### src/rtl/tird_pkg.sv
// ============================================================================
// tird_pkg
// Types and constants shared by the tape image record deframer modules.
// ============================================================================
package tird_pkg;

  // Width of the max record length register
  localparam int unsigned CFG_LEN_W = 21;

  // Reset value of the max record length register
  localparam logic [CFG_LEN_W-1:0] MAX_LEN_RESET = 21'h100000;

  // Result kinds
  localparam logic [1:0] KIND_DATA  = 2'd0;
  localparam logic [1:0] KIND_REC   = 2'd1;
  localparam logic [1:0] KIND_MARK  = 2'd2;
  localparam logic [1:0] KIND_FATAL = 2'd3;

  // Fatal codes
  localparam logic [1:0] FATAL_NONE     = 2'd0;
  localparam logic [1:0] FATAL_TOO_LONG = 2'd1;
  localparam logic [1:0] FATAL_TRAILER  = 2'd2;

  // Parser phase
  typedef enum logic [1:0] {
    PH_HEADER,
    PH_PAYLOAD,
    PH_TRAILER,
    PH_HALT
  } phase_t;

  // One result item
  typedef struct packed {
    logic [1:0]           result_kind;
    logic [7:0]           data_out;
    logic [15:0]          record_number;
    logic [15:0]          file_number;
    logic [CFG_LEN_W-1:0] kept_length;
    logic                 checksum_present;
    logic                 lrc_error;
    logic                 length_suspect;
    logic                 empty_file;
    logic [1:0]           fatal_code;
  } tird_result_t;

endpackage

### src/rtl/tird_if.sv
// ============================================================================
// tird channel interfaces
// Valid/ready channels for image bytes, results and the config write.
// ============================================================================

// Image byte channel
interface tird_in_if;
  logic       valid;
  logic       ready;
  logic [7:0] image_byte;

  modport source (output valid, output image_byte, input ready);
  modport sink   (input valid, input image_byte, output ready);
endinterface

// Result channel
interface tird_out_if;
  logic        valid;
  logic        ready;
  logic [1:0]  result_kind;
  logic [7:0]  data_out;
  logic [15:0] record_number;
  logic [15:0] file_number;
  logic [20:0] kept_length;
  logic        checksum_present;
  logic        lrc_error;
  logic        length_suspect;
  logic        empty_file;
  logic [1:0]  fatal_code;

  modport source (
    output valid, input ready,
    output result_kind, output data_out, output record_number, output file_number,
    output kept_length, output checksum_present, output lrc_error,
    output length_suspect, output empty_file, output fatal_code
  );
  modport sink (
    input valid, output ready,
    input result_kind, input data_out, input record_number, input file_number,
    input kept_length, input checksum_present, input lrc_error,
    input length_suspect, input empty_file, input fatal_code
  );
endinterface

// Config write channel (max record length)
interface tird_cfg_if;
  logic        valid;
  logic        ready;
  logic [20:0] max_record_length;

  modport source (output valid, output max_record_length, input ready);
  modport sink   (input valid, input max_record_length, output ready);
endinterface

### src/rtl/tape_image_record_deframer_top.sv
// ============================================================================
// tape_image_record_deframer_top
// Splits a tape image byte stream into data bytes and per-record status.
// ============================================================================
//
//   channel  dir  payload                       transfer when
//   -------  ---  ----------------------------  ----------------------------
//   in_ch    in   image_byte                    in_ch.valid && in_ch.ready
//   out_ch   out  result_kind .. fatal_code     out_ch.valid && out_ch.ready
//   cfg_ch   in   max_record_length             cfg_ch.valid (ready tied high)
//
// One byte per cycle sustained while out_ch does not stall; the parser state
// updates as a byte moves from the input register to the result register.
// A byte passes the input register, then its result the result register, before out_ch.
// A stall on out_ch backs up through the input register; one byte is still
// taken while a finished result waits.
// Synchronous active-low reset; no clearing pass. Fatal errors halt until reset.
// ============================================================================
module tape_image_record_deframer_top import tird_pkg::*; #(
  parameter int unsigned LENGTH_BITS  = 21,
  parameter int unsigned COUNTER_BITS = 16
) (
  input  logic       clk,
  input  logic       rst_n,
  tird_in_if.sink    in_ch,
  tird_out_if.source out_ch,
  tird_cfg_if.sink   cfg_ch
);

  logic         can_load;
  logic         step;
  logic [7:0]   step_byte;
  logic         res_valid;
  tird_result_t res;
  tird_result_t out_res;
  logic         cfg_we;

  // Config register always writable
  assign cfg_ch.ready = 1'b1;
  assign cfg_we       = cfg_ch.valid && cfg_ch.ready;

  tird_in_reg u_in_reg (
    .clk       (clk),
    .rst_n     (rst_n),
    .in_valid  (in_ch.valid),
    .in_ready  (in_ch.ready),
    .in_byte   (in_ch.image_byte),
    .can_load  (can_load),
    .step      (step),
    .step_byte (step_byte)
  );

  tird_core #(
    .LENGTH_BITS  (LENGTH_BITS),
    .COUNTER_BITS (COUNTER_BITS)
  ) u_core (
    .clk       (clk),
    .rst_n     (rst_n),
    .step      (step),
    .in_byte   (step_byte),
    .cfg_we    (cfg_we),
    .cfg_data  (cfg_ch.max_record_length),
    .res_valid (res_valid),
    .res       (res)
  );

  tird_out_reg u_out_reg (
    .clk       (clk),
    .rst_n     (rst_n),
    .step      (step),
    .res_valid (res_valid),
    .res       (res),
    .can_load  (can_load),
    .out_valid (out_ch.valid),
    .out_ready (out_ch.ready),
    .out_res   (out_res)
  );

  // Result fields onto the channel
  assign out_ch.result_kind      = out_res.result_kind;
  assign out_ch.data_out         = out_res.data_out;
  assign out_ch.record_number    = out_res.record_number;
  assign out_ch.file_number      = out_res.file_number;
  assign out_ch.kept_length      = out_res.kept_length;
  assign out_ch.checksum_present = out_res.checksum_present;
  assign out_ch.lrc_error        = out_res.lrc_error;
  assign out_ch.length_suspect   = out_res.length_suspect;
  assign out_ch.empty_file       = out_res.empty_file;
  assign out_ch.fatal_code       = out_res.fatal_code;

endmodule

### src/rtl/tird_in_reg.sv
// ============================================================================
// tird_in_reg
// Input register: holds one image byte until the parser can take it.
// ============================================================================
module tird_in_reg (
  input  logic       clk,
  input  logic       rst_n,
  input  logic       in_valid,
  output logic       in_ready,
  input  logic [7:0] in_byte,
  input  logic       can_load,
  output logic       step,
  output logic [7:0] step_byte
);

  logic       valid_r;
  logic       valid_nxt;
  logic [7:0] byte_r;

  // Byte moves on when the result register can take its outcome
  assign step      = valid_r && can_load;
  assign in_ready  = !valid_r || step;
  assign step_byte = byte_r;

  always_comb begin
    valid_nxt = valid_r;
    if (in_valid && in_ready) begin
      valid_nxt = 1'b1;
    end else if (step) begin
      valid_nxt = 1'b0;
    end
  end

  always_ff @(posedge clk) begin
    if (!rst_n) begin
      valid_r <= 1'b0;
    end else begin
      valid_r <= valid_nxt;
    end
  end

  // Payload, no reset
  always_ff @(posedge clk) begin
    if (in_valid && in_ready) begin
      byte_r <= in_byte;
    end
  end

endmodule

### src/rtl/tird_core.sv
// ============================================================================
// tird_core
// Record parser: header/payload/trailer tracking, checksum and length checks.
// ============================================================================
module tird_core import tird_pkg::*; #(
  parameter int unsigned LENGTH_BITS  = 21,
  parameter int unsigned COUNTER_BITS = 16
) (
  input  logic                 clk,
  input  logic                 rst_n,
  input  logic                 step,
  input  logic [7:0]           in_byte,
  input  logic                 cfg_we,
  input  logic [CFG_LEN_W-1:0] cfg_data,
  output logic                 res_valid,
  output tird_result_t         res
);

  localparam logic [31:0] LEN_MASK = 32'((64'd1 << LENGTH_BITS) - 64'd1);
  localparam logic [COUNTER_BITS-1:0] CNT_MAX = {COUNTER_BITS{1'b1}};

  // State
  phase_t                  phase_r, phase_nxt;
  logic [1:0]              fbc_r, fbc_nxt;
  logic [31:0]             hdr_r, hdr_nxt;
  logic [31:0]             trl_r, trl_nxt;
  logic [LENGTH_BITS-1:0]  pcount_r, pcount_nxt;
  logic [7:0]              lrc_r, lrc_nxt;
  logic [COUNTER_BITS-1:0] rec_cnt_r, rec_cnt_nxt;
  logic [COUNTER_BITS-1:0] file_cnt_r, file_cnt_nxt;
  logic [LENGTH_BITS-1:0]  exp_len_r, exp_len_nxt;
  logic                    csum_mode_r, csum_mode_nxt;
  logic                    rec_csum_r, rec_csum_nxt;
  logic                    suspect_r, suspect_nxt;
  logic [CFG_LEN_W-1:0]    max_len_r;

  // Shared intermediate values
  logic [31:0]             hdr_acc;
  logic [31:0]             trl_acc;
  logic [31:0]             limit;
  logic                    hdr_zero;
  logic                    hdr_over;
  logic [31:0]             hdr_m2;
  logic                    hdr_csum;
  logic                    hdr_suspect;
  logic [LENGTH_BITS-1:0]  pc_inc;
  logic                    pay_done;
  logic [LENGTH_BITS-1:0]  kept;
  logic                    trl_match;
  logic                    field_last;
  logic [COUNTER_BITS-1:0] rec_cnt_inc;
  logic [COUNTER_BITS-1:0] file_cnt_inc;

  // Byte lanes of the little-endian length fields
  assign hdr_acc    = hdr_r | (32'(in_byte) << {fbc_r, 3'b000});
  assign trl_acc    = trl_r | (32'(in_byte) << {fbc_r, 3'b000});
  assign field_last = (fbc_r == 2'd3);

  // Header checks
  assign limit    = (32'(max_len_r) < LEN_MASK) ? 32'(max_len_r) : LEN_MASK;
  assign hdr_zero = (hdr_acc == 32'd0);
  assign hdr_over = (hdr_acc > limit);
  assign hdr_m2   = hdr_acc - 32'd2;
  assign hdr_csum = ((hdr_m2 != 32'd0) && ((hdr_m2 & (hdr_m2 - 32'd1)) == 32'd0)) ||
                    csum_mode_r;

  always_comb begin
    hdr_suspect = 1'b0;
    if (rec_cnt_r != '0) begin
      if (hdr_csum) begin
        hdr_suspect = (hdr_acc < 32'd2) || (hdr_m2 != 32'(exp_len_r));
      end else begin
        hdr_suspect = (hdr_acc != 32'(exp_len_r));
      end
    end
  end

  // Payload progress and kept length (header is within LENGTH_BITS here)
  assign pc_inc   = pcount_r + LENGTH_BITS'(1);
  assign pay_done = (32'(pc_inc) >= hdr_r);

  always_comb begin
    kept = hdr_r[LENGTH_BITS-1:0];
    if (rec_csum_r) begin
      kept = (hdr_r >= 32'd2) ? hdr_r[LENGTH_BITS-1:0] - LENGTH_BITS'(2) : '0;
    end
  end

  assign trl_match    = (trl_acc == hdr_r);
  assign rec_cnt_inc  = (rec_cnt_r == CNT_MAX) ? rec_cnt_r : rec_cnt_r + COUNTER_BITS'(1);
  assign file_cnt_inc = (file_cnt_r == CNT_MAX) ? file_cnt_r :
                        file_cnt_r + COUNTER_BITS'(1);

  // Next phase
  always_comb begin
    phase_nxt = phase_r;
    case (phase_r)
      PH_HEADER: begin
        if (field_last && !hdr_zero) begin
          phase_nxt = hdr_over ? PH_HALT : PH_PAYLOAD;
        end
      end
      PH_PAYLOAD: begin
        if (pay_done) begin
          phase_nxt = PH_TRAILER;
        end
      end
      PH_TRAILER: begin
        if (field_last) begin
          phase_nxt = trl_match ? PH_HEADER : PH_HALT;
        end
      end
      PH_HALT:  phase_nxt = PH_HALT;
      default:  phase_nxt = PH_HALT;
    endcase
  end

  // Datapath updates and result
  always_comb begin
    fbc_nxt       = fbc_r;
    hdr_nxt       = hdr_r;
    trl_nxt       = trl_r;
    pcount_nxt    = pcount_r;
    lrc_nxt       = lrc_r;
    rec_cnt_nxt   = rec_cnt_r;
    file_cnt_nxt  = file_cnt_r;
    exp_len_nxt   = exp_len_r;
    csum_mode_nxt = csum_mode_r;
    rec_csum_nxt  = rec_csum_r;
    suspect_nxt   = suspect_r;

    res_valid         = 1'b0;
    res               = '0;
    res.record_number = 16'(rec_cnt_r);
    res.file_number   = 16'(file_cnt_r);

    case (phase_r)
      PH_HEADER: begin
        hdr_nxt = hdr_acc;
        fbc_nxt = fbc_r + 2'd1;
        if (field_last) begin
          if (hdr_zero) begin
            // file mark
            res_valid       = 1'b1;
            res.result_kind = KIND_MARK;
            res.empty_file  = (rec_cnt_r == '0);
            rec_cnt_nxt     = '0;
            exp_len_nxt     = '0;
            csum_mode_nxt   = 1'b0;
          end else if (hdr_over) begin
            res_valid       = 1'b1;
            res.result_kind = KIND_FATAL;
            res.fatal_code  = FATAL_TOO_LONG;
          end else begin
            rec_csum_nxt = hdr_csum;
            suspect_nxt  = hdr_suspect;
            if (rec_cnt_r == '0) begin
              file_cnt_nxt = file_cnt_inc;
            end
            pcount_nxt = '0;
            lrc_nxt    = 8'd0;
            trl_nxt    = 32'd0;
          end
        end
      end
      PH_PAYLOAD: begin
        lrc_nxt    = lrc_r ^ in_byte;
        pcount_nxt = pc_inc;
        if (pcount_r < kept) begin
          res_valid       = 1'b1;
          res.result_kind = KIND_DATA;
          res.data_out    = in_byte;
        end
      end
      PH_TRAILER: begin
        trl_nxt = trl_acc;
        fbc_nxt = fbc_r + 2'd1;
        if (field_last) begin
          res_valid = 1'b1;
          if (!trl_match) begin
            res.result_kind = KIND_FATAL;
            res.fatal_code  = FATAL_TRAILER;
          end else begin
            res.result_kind      = KIND_REC;
            res.kept_length      = CFG_LEN_W'(kept);
            res.checksum_present = rec_csum_r;
            res.lrc_error        = rec_csum_r && (lrc_r != 8'd0);
            res.length_suspect   = suspect_r;
            if ((rec_cnt_r == '0) && (lrc_r == 8'd0)) begin
              csum_mode_nxt = 1'b1;
            end
            if (exp_len_r == '0) begin
              exp_len_nxt = kept;
            end
            rec_cnt_nxt = rec_cnt_inc;
            hdr_nxt     = 32'd0;
          end
        end
      end
      PH_HALT: begin
        // bytes are swallowed
      end
      default: begin
      end
    endcase
  end

  // State registers
  always_ff @(posedge clk) begin
    if (!rst_n) begin
      phase_r     <= PH_HEADER;
      fbc_r       <= 2'd0;
      hdr_r       <= 32'd0;
      trl_r       <= 32'd0;
      pcount_r    <= '0;
      lrc_r       <= 8'd0;
      rec_cnt_r   <= '0;
      file_cnt_r  <= '0;
      exp_len_r   <= '0;
      csum_mode_r <= 1'b0;
      rec_csum_r  <= 1'b0;
      suspect_r   <= 1'b0;
    end else if (step) begin
      phase_r     <= phase_nxt;
      fbc_r       <= fbc_nxt;
      hdr_r       <= hdr_nxt;
      trl_r       <= trl_nxt;
      pcount_r    <= pcount_nxt;
      lrc_r       <= lrc_nxt;
      rec_cnt_r   <= rec_cnt_nxt;
      file_cnt_r  <= file_cnt_nxt;
      exp_len_r   <= exp_len_nxt;
      csum_mode_r <= csum_mode_nxt;
      rec_csum_r  <= rec_csum_nxt;
      suspect_r   <= suspect_nxt;
    end
  end

  // Max record length register
  always_ff @(posedge clk) begin
    if (!rst_n) begin
      max_len_r <= MAX_LEN_RESET;
    end else if (cfg_we) begin
      max_len_r <= cfg_data;
    end
  end

  // Halt is sticky until reset
  a_halt_sticky: assert property (@(posedge clk) disable iff (!rst_n)
    phase_r == PH_HALT |=> phase_r == PH_HALT)
    else $error("halt phase left without reset");

  // Nothing comes out once halted
  a_halt_silent: assert property (@(posedge clk) disable iff (!rst_n)
    (step && phase_r == PH_HALT) |-> !res_valid)
    else $error("result produced while halted");

  // Data bytes come only from the payload phase
  a_data_phase: assert property (@(posedge clk) disable iff (!rst_n)
    (res_valid && res.result_kind == KIND_DATA) |-> phase_r == PH_PAYLOAD)
    else $error("data byte outside payload");

  // Field byte count is only in use inside length fields
  a_fbc_phase: assert property (@(posedge clk) disable iff (!rst_n)
    fbc_r != 2'd0 |-> (phase_r == PH_HEADER || phase_r == PH_TRAILER))
    else $error("field byte count set outside length fields");

  // Entering halt always comes with a fatal result
  a_halt_fatal: assert property (@(posedge clk) disable iff (!rst_n)
    (step && phase_r != PH_HALT && phase_nxt == PH_HALT) |->
      (res_valid && res.result_kind == KIND_FATAL))
    else $error("halt without fatal result");

endmodule

### src/rtl/tird_out_reg.sv
// ============================================================================
// tird_out_reg
// Result register: holds one result until the downstream side takes it.
// ============================================================================
module tird_out_reg import tird_pkg::*; (
  input  logic         clk,
  input  logic         rst_n,
  input  logic         step,
  input  logic         res_valid,
  input  tird_result_t res,
  output logic         can_load,
  output logic         out_valid,
  input  logic         out_ready,
  output tird_result_t out_res
);

  logic         valid_r;
  logic         valid_nxt;
  tird_result_t res_r;

  // Free, or being emptied this cycle
  assign can_load  = !valid_r || out_ready;
  assign out_valid = valid_r;
  assign out_res   = res_r;

  always_comb begin
    valid_nxt = valid_r;
    if (step) begin
      valid_nxt = res_valid;
    end else if (out_ready) begin
      valid_nxt = 1'b0;
    end
  end

  always_ff @(posedge clk) begin
    if (!rst_n) begin
      valid_r <= 1'b0;
    end else begin
      valid_r <= valid_nxt;
    end
  end

  // Payload, no reset
  always_ff @(posedge clk) begin
    if (step && res_valid) begin
      res_r <= res;
    end
  end

endmodule

### src/flat_wrapper.sv
// flat-port wrapper written by rule: the top's interface ports become plain ports
module tape_image_record_deframer_top_flat import tird_pkg::*;
#(
  parameter int unsigned LENGTH_BITS  = 21,
  parameter int unsigned COUNTER_BITS = 16
)
  (clk, rst_n, in_ch_valid, in_ch_image_byte, in_ch_ready, out_ch_valid, out_ch_ready, out_ch_result_kind, out_ch_data_out, out_ch_record_number, out_ch_file_number, out_ch_kept_length, out_ch_checksum_present, out_ch_lrc_error, out_ch_length_suspect, out_ch_empty_file, out_ch_fatal_code, cfg_ch_valid, cfg_ch_max_record_length, cfg_ch_ready);
  tird_in_if in_ch_i ();
  tird_out_if out_ch_i ();
  tird_cfg_if cfg_ch_i ();
  input  logic clk;
  input  logic rst_n;
  input wire logic [$bits(in_ch_i.valid)-1:0] in_ch_valid;
  input wire logic [$bits(in_ch_i.image_byte)-1:0] in_ch_image_byte;
  output wire logic [$bits(in_ch_i.ready)-1:0] in_ch_ready;
  output wire logic [$bits(out_ch_i.valid)-1:0] out_ch_valid;
  input wire logic [$bits(out_ch_i.ready)-1:0] out_ch_ready;
  output wire logic [$bits(out_ch_i.result_kind)-1:0] out_ch_result_kind;
  output wire logic [$bits(out_ch_i.data_out)-1:0] out_ch_data_out;
  output wire logic [$bits(out_ch_i.record_number)-1:0] out_ch_record_number;
  output wire logic [$bits(out_ch_i.file_number)-1:0] out_ch_file_number;
  output wire logic [$bits(out_ch_i.kept_length)-1:0] out_ch_kept_length;
  output wire logic [$bits(out_ch_i.checksum_present)-1:0] out_ch_checksum_present;
  output wire logic [$bits(out_ch_i.lrc_error)-1:0] out_ch_lrc_error;
  output wire logic [$bits(out_ch_i.length_suspect)-1:0] out_ch_length_suspect;
  output wire logic [$bits(out_ch_i.empty_file)-1:0] out_ch_empty_file;
  output wire logic [$bits(out_ch_i.fatal_code)-1:0] out_ch_fatal_code;
  input wire logic [$bits(cfg_ch_i.valid)-1:0] cfg_ch_valid;
  input wire logic [$bits(cfg_ch_i.max_record_length)-1:0] cfg_ch_max_record_length;
  output wire logic [$bits(cfg_ch_i.ready)-1:0] cfg_ch_ready;
  assign in_ch_i.valid = in_ch_valid;
  assign in_ch_i.image_byte = in_ch_image_byte;
  assign in_ch_ready = in_ch_i.ready;
  assign out_ch_valid = out_ch_i.valid;
  assign out_ch_i.ready = out_ch_ready;
  assign out_ch_result_kind = out_ch_i.result_kind;
  assign out_ch_data_out = out_ch_i.data_out;
  assign out_ch_record_number = out_ch_i.record_number;
  assign out_ch_file_number = out_ch_i.file_number;
  assign out_ch_kept_length = out_ch_i.kept_length;
  assign out_ch_checksum_present = out_ch_i.checksum_present;
  assign out_ch_lrc_error = out_ch_i.lrc_error;
  assign out_ch_length_suspect = out_ch_i.length_suspect;
  assign out_ch_empty_file = out_ch_i.empty_file;
  assign out_ch_fatal_code = out_ch_i.fatal_code;
  assign cfg_ch_i.valid = cfg_ch_valid;
  assign cfg_ch_i.max_record_length = cfg_ch_max_record_length;
  assign cfg_ch_ready = cfg_ch_i.ready;
  tape_image_record_deframer_top #(.LENGTH_BITS(LENGTH_BITS), .COUNTER_BITS(COUNTER_BITS)) u_core (.clk(clk), .rst_n(rst_n), .in_ch(in_ch_i), .out_ch(out_ch_i), .cfg_ch(cfg_ch_i));
endmodule
### config.mk
export PLATFORM = sky130hd
export DESIGN_NAME = tape_image_record_deframer_top_flat
export DESIGN_NICKNAME = d
export VERILOG_FILES = /design/src/rtl/tird_pkg.sv /design/src/rtl/tird_if.sv /design/src/rtl/tape_image_record_deframer_top.sv /design/src/rtl/tird_in_reg.sv /design/src/rtl/tird_core.sv /design/src/rtl/tird_out_reg.sv /design/src/flat_wrapper.sv
export SDC_FILE = /design/constraint.sdc
export NUM_CORES = 1
export LEC_CHECK = 0
export ABC_AREA = 1
export BUFFER_PORTS_ARGS = -buffer_cell sky130_fd_sc_hd__buf_2
export CORE_MARGIN = 2
export CORE_UTILIZATION = 36
export DETAILED_ROUTE_END_ITERATION = 10
export PLACE_DENSITY = 0.59
export SLEW_MARGIN = 0
export SYNTH_ARGS = -nofsm -noshare
export SYNTH_HDL_FRONTEND = slang
export SYNTH_SLANG_ARGS = --single-unit
### constraint.sdc
create_clock -name clk -period 13 [get_ports clk]
set_clock_uncertainty 0.15 [all_clocks]
set_input_delay 1.3 -clock clk [delete_from_list [all_inputs] [get_ports clk]]
set_output_delay 1.3 -clock clk [all_outputs]
set_load 0.02 [all_outputs]
==> metrics.cfg, run 1 <==
[worst_setup_path]
worstPathArrival_ns=5.97
cp_data_required_time_ns=13.32
worstPathMaxFanout=22
reg2reg_setup_slack_ns=7.35
r2r_cells=19
crit_type=flip-flop to flip-flop
end_kind=flip-flop
start_kind=flip-flop

[floorplan]
die_y_um=213
rows=76
io_pins=106
core_um2=43200
start_util=0.365
die_w_um=213
die_area_um2=45500

[clock_network]
ctsHoldBuffers=0
clk_path_buf_depth=3
path_clk_slew_ns=0.06
ctsHtreeMaxLevel=1
clock_latency_ns=0.60
clock-root-buffer=clkbuf_16
cts_buffers=29
cts_tree=built
post_cts_resized=0
postCtsSetupBuffers=0
clock-sinks=253

[timing]
final_max_slew_viol_count=0
fmax_mhz=177
period_needed_ns=5.65
rsz0062_at_grt=no
relSlewSlack=0.182
tightest_slew_ns=1.23
setup_viol=0
layout_worst_path_cycle_share=0.435
setup_tns_ns=0
whs_ns=0.308
hold_viol_final=0

[global_route]
grt_max_degree=100
antenna_found_initial=0
grt_pass1_wl_mm=82.4
overflow=0
grt_pass1_vias=14300
grt_use_total=0.233

[power_and_ir_drop]
p_leak_nw=7.53
p_int_mw=1.46
power_frac_clock=0.422
share_comb_of_total_power=0.175
p_sw_uw=639
p_sw_frac=0.304
powerDensity_nw_per_um2=118
pwr-share-seq=0.403
ir_worst_vdd_v=0.000104

[yosys]
syn_inst=2150
synth_mux_area_frac=0
synth_edf_count=77
synth_top_family_by_area=simple AND/OR/NAND/NOR gates
synthSimpleGateAreaFrac=0.311
ys_seq_area_frac=0.370
syn-num-nets=2252
synthAdderAreaFrac=0.0539
yosys_warnings=0
ys_async_sr_fraction=0
synth_xor_area_frac=0.0466
synth_flop_cell=dfxtp_1
netlist_area_um2=15800
synth_compound_area_frac=0.133
syn_avg_cell_area_um2=7.34
synth-seq-cells=253
synthDistinctLibCells=59

[outcome]
outcome=complete, no violations

[cells_and_area]
antennaDiodeCount=0
fin_nets=2326
synthToLayoutAreaGrowth_pct=12.6
drive_gt1_frac=0.120
fillers=4546
finalNonFillerCells=2832
final_common_cell=nand2_1
layout_common_cells=nand2_1 (405), nor2_1 (263), inv_1 (247)
final_area_um2=17800

[placed_design]
post-dp-hpwl_mm=40.2
placed_cells=2778
io_buffers=104
placed_area_um2=16800
gp_congestion=0.921

[detailed_routing]
avgViaCountPerCell=5.32
routed_wl_mm=52.9
drt-initial-drc-count=1475
first_pass_iters=6
vias=15100
avgRoutedWirePerCell_um=18.7
ant_nets=0
drcViolationCount=0

[worst_hold_path]
hold_path.class=flip-flop to flip-flop
hold_depth=2

[run]
cap_violations=0

==> cell usage after synthesis, types with 13 or more instances <==
cell,n,area share
nand2_1,405,0.096
nor2_1,263,0.063
inv_1,248,0.059
dfxtp_1,176,0.22
a21oi_1,171,0.054
nand3_1,141,0.045
edfxtp_1,77,0.15
xor2_1,74,0.041
nor3_1,69,0.022
ha_1,68,0.054
o21ai_0,62,0.020
a211oi_1,59,0.028
nand4_1,51,0.020
clkbuf_1,44,0.010
nor4_1,37,0.015
nand2_2,22,0.0087
nor2_2,18,0.0071
a211oi_2,16,0.013
nand3_2,13,0.0082
==> cell type report <==
cell class | count | area (um2) | share of cell area
clock buffer | 34 | 744 | 0.0419
clock inverter | 20 | 274 | 0.0154
inverter | 268 | 1010 | 0.0567
multi-input combinational | 1560 | 8600 | 0.484
sequential | 253 | 5840 | 0.328
tap | 585 | 732 | 0.0412
timing repair buffer | 112 | 581 | 0.0327
==> worst max-delay path: stages, from the launching register on <==
cell	delay, ns
dfxtp_1	0.94
inv_2	0.41
nand3_1	0.24
nand2_2	0.14
inv_2	0.21
ha_1	0.20
nand3_1	0.13
nor2_1	0.74
nand4_1	0.46
nor2_1	0.25
xor2_1	0.39
nand3_1	0.16
nor2_1	0.20
nand2_1	0.08
nand3_1	0.09
nor2_1	0.05
nand2_1	0.20
nand2_1	0.13
o21ai_0	0.21
inv_1	0.13
==> worst paths after layout <==
check                         startpoint                  endpoint
hold / removal    u_core.u_core.trl_r[6]    u_core.u_core.trl_r[6]
hold reg to reg   u_core.u_core.trl_r[6]    u_core.u_core.trl_r[6]
setup reg to reg  u_core.u_core.fbc_r[1]  u_core.u_core.rec_csum_r
setup / recovery  u_core.u_core.fbc_r[1]  u_core.u_core.rec_csum_r
==> metrics by stage <==
stage | power, mW | util | setup slack, ns
2_1_floorplan | 1.12 | - | 8.02
3_3_place_gp | 1.22 | 0.388 | 7.51
3_5_place_dp | 1.22 | 0.388 | 7.48
4_1_cts | 2.12 | 0.412 | 7.41
5_1_grt | 2.20 | 0.412 | 6.78
6_report | 2.10 | 0.412 | 7.35
==> state kept, by name (all words and copies together) (netlist names) <==
signal	count
u_core.u_core.hdr_r	32
u_core.u_in_reg.valid_r	1
u_core.u_core.phase_r	2
u_core.u_out_reg.out_valid	1
u_core.u_core.rec_csum_r	1
u_core.u_in_reg.step_byte	8
u_core.u_core.max_len_r	21
u_core.u_out_reg.out_res	69
u_core.u_core.fbc_r	2
u_core.u_core.suspect_r	1
u_core.u_core.lrc_r	8
u_core.u_core.trl_r	32
u_core.u_core.file_cnt_r	16
u_core.u_core.pcount_r	21
u_core.u_core.exp_len_r	21
u_core.u_core.rec_cnt_r	16
u_core.u_core.csum_mode_r	1
==> routing by layer <==
layer / GRT usage / vias to the layer above / share of wire
met3: 0.0274 / 71 / 0.065
li1: - / 7390 / -
met1: 0.318 / 7103 / 0.45
met4: 0.0716 / 0 / 0.029
met2: 0.384 / 506 / 0.46
met5: 0 / - / 0
==> cell families after synthesis <==
| family | count (synthesis) |
|---|---|
| simple gates | 1061 |
| compound gates | 346 |
| buf+inv | 337 |
| flops | 253 |
| xor+xnor | 84 |
| fa+ha+maj | 68 |
| other cells | 1 |
==> power by group through the flow <==
stage	Sequential, mW	Clock, mW	Combinational, mW
2_1_floorplan	0.855	0	0.264
3_3_place_gp	0.863	0	0.358
3_5_place_dp	0.864	0	0.361
4_1_cts	0.846	0.906	0.363
5_1_grt	0.848	0.935	0.412
6_report	0.848	0.886	0.367
(Power assumes the default switching activity.)
==> run 2: changes to the inputs <==
- ABC_AREA: 1 -> 0
- PLACE_DENSITY: 0.59 -> 0.61
- clock period: 13 -> 5.15 ns (I/O delays scaled with it)
==> run 2 against run 1 <==
Cell count down 18%. Fmax up 16%. Final area down 4.7%. Synthesized cell count down 23%. Non-clock buffer count up 75. Clock power up 140%. Register-to-register slack worse by 7.1 ns. Critical endpoint is now u_core.u_out_reg.out_res[19].
==> metrics.cfg, run 2 <==
[outcome]
outcome=complete, no violations

[clock_network]
clock_latency_ns=0.58
cts_buffers=30
cts_tree=built
clock-sinks=253
ctsHtreeMaxLevel=1
clk_path_buf_depth=3
path_clk_slew_ns=0.06
clock-root-buffer=clkbuf_16

[worst_setup_path]
crit_cells=15
crit_type=flip-flop to flip-flop
setup.worst_path.start=u_core.u_core.hdr_r[14]
worstPathArrival_ns=4.97
rr_startpoint=u_core.u_core.hdr_r[14]
path_buf_inv=2
cp_slowest_cell=or4_1
start_kind=flip-flop
end_kind=flip-flop
cp_cell_sequence=or4_1 > nor4_1 > nand4_1 > buf_4 > nand2_1 > ha_1 > a21o_1 > a21oi_1 > nor2b_1 > o21ai_0 > a41oi_1 > a2111oi_4 > nor2_1 > nor2_4 > buf_12
worstPathMaxFanout=41
crit_family=simple AND/OR/NAND/NOR gates
reg2reg_setup_slack_ns=0.29
r2r_cells=15
r2r-end=u_core.u_out_reg.out_res[19]
critPathMaxStageDelay_ns=0.55
cp_data_required_time_ns=5.26

[timing]
final_max_slew_viol_count=0
tightest_slew_ns=1.12
fmax_mhz=206
period_needed_ns=4.86
whs_ns=0.0281
hold_viol_final=0
relSlewSlack=0.256
setup_viol=0
layout_worst_path_cycle_share=0.943
layout_setup_ws_ns=0.293

[cells_and_area]
fin_nets=1875
layout_common_cells=nor2_1 (269), dfxtp_1 (176), a21oi_1 (118)
antennaDiodeCount=0
drive_gt1_frac=0.154
final_common_cell=nor2_1
largest_register_ffs=69
synthToLayoutAreaGrowth_pct=17.6
finalNonFillerCells=2322
post-route-util=0.427
fillers=3965

[global_route]
antenna_found_initial=0
grt_max_degree=72
grt_use_total=0.230
grt_pass1_wl_mm=74.0
overflow=0
grt_pass1_vias=12400

[yosys]
netlist_area_um2=14400
ys_async_sr_fraction=0
synth-seq-cells=253
ys_seq_area_frac=0.405
syn-num-nets=1750
synth_flop_cell=dfxtp_1
synthDistinctLibCells=80
yosys_warnings=0
yosysTopAreaCell=dfxtp_1
yosysMostFrequentCell=nor2_1
synth_edf_count=77
synth_area_leaders=dfxtp_1 (24%), edfxtp_1 (16%), nor2_1 (7.1%)
syn_avg_cell_area_um2=8.74
synth_common_cells=nor2_1 (271), dfxtp_1 (176), a21oi_1 (118)
syn_inst=1648
synth_top_area_frac=0.245

[floorplan]
die_y_um=204
die_area_um2=41600
rows=73
die_w_um=204
io_pins=106
start_util=0.363
core_um2=39600

[detailed_routing]
first_pass_iters=6
drcViolationCount=0
avgViaCountPerCell=5.56
routed_wl_mm=48.3
ant_nets=0
avgRoutedWirePerCell_um=20.8
vias=12900
drt-initial-drc-count=1016

[power_and_ir_drop]
powerDensity_nw_per_um2=292
ir_worst_vdd_v=0.000226
p_leak_nw=6.63
power_mw=4.94

[placed_design]
gp_congestion=0.973
pre_cts_ws_ns=0.285
placed_cells=2258
io_buffers=104
post-dp-hpwl_mm=36.7

[run]
cap_violations=0

[worst_hold_path]
min_to=u_core.u_core.max_len_r[16]
hold_path.class=input port to flip-flop
min_from=cfg_ch_max_record_length[16]
hold_depth=3

run 2: cell types whose count changed after synthesis, sizes merged, moves of 24 or more:
cell	delta
xnor2	+94
mux2i	+28
nand2	-342
a211oi	-70
and3	+25
inv	-194
nand3	-110
nor3	-24
a32oi	+29
clkbuf	+30
a21oi	-51
run 2: worst min-delay path: cells and delay by family:
kind,cells,cell delay [ns]
buffers and inverters,1,0.08
multiplexers,1,0.05
AND/OR/NAND/NOR,1,0.07
run 2: where the power goes:
group	internal (mW)	switching [mW]	total (mW)
combinational	0.247	0.437	0.684
clock	1.24	0.905	2.15
sequential	2.07	0.0415	2.11
run 2: repair_timing:
item                       CTS  global route
hold buffers                 8             0
setup endpoints to repair    0            45
gates resized for setup      0             4
setup buffers                0             0
hold endpoints to repair     8             0
run 2: stage by stage:
step	instance area, um2	TNS (ns)
2_1_floorplan	14400	0
3_3_place_gp	15800	0
3_5_place_dp	15800	0
4_1_cts	16900	0
5_1_grt	16900	-0.111
6_report	16900	0
run 2: cells by family (layout without fill, tap and decap cells):
| group | after synthesis | in the layout | synth area share |
|---|---|---|---|
| buffers and inverters | 161 | 310 | 0.0452 |
| other | 1 | 1 | 0.000260 |
| XOR/XNOR | 179 | 179 | 0.109 |
| multiplexers | 29 | 29 | 0.0202 |
| AO/OA/AOI/OAI | 310 | 310 | 0.142 |
| adder cells (fa/ha/maj) | 68 | 68 | 0.0591 |
| AND/OR/NAND/NOR | 647 | 647 | 0.219 |
| flip-flops | 253 | 253 | 0.405 |
run 2: worst max path at each step:
stage | end | slack [ns]
5_1_grt | u_core.u_out_reg.out_res[62] | -0.01
3_5_place_dp | u_core.u_out_reg.out_res[60] | 0.29
4_1_cts | u_core.u_out_reg.out_res[19] | 0.26
3_3_place_gp | u_core.u_out_reg.out_res[63] | 0.24
6_report | u_core.u_out_reg.out_res[19] | 0.29
2_1_floorplan | u_core.u_out_reg.out_res[0] | 0.06
run 2: per-layer routing:
metal  vias up  routed length [um]  track usage  share of wire
li1       6097                   -            -              -
met1      6249               21700        0.324           0.45
met2       471               21300        0.353           0.44
met3        93                3710       0.0427          0.077
met4         0                1640       0.0818          0.034
met5         -                   0            0              0
run 2: layout make-up:
class	count	area, um2	area share
multi-input combinational	1234	7980	0.471
sequential	253	5840	0.345
timing repair buffer	187	1200	0.0709
clock buffer	35	811	0.0479
tap	525	657	0.0388
inverter	67	251	0.0149
clock inverter	21	200	0.0118
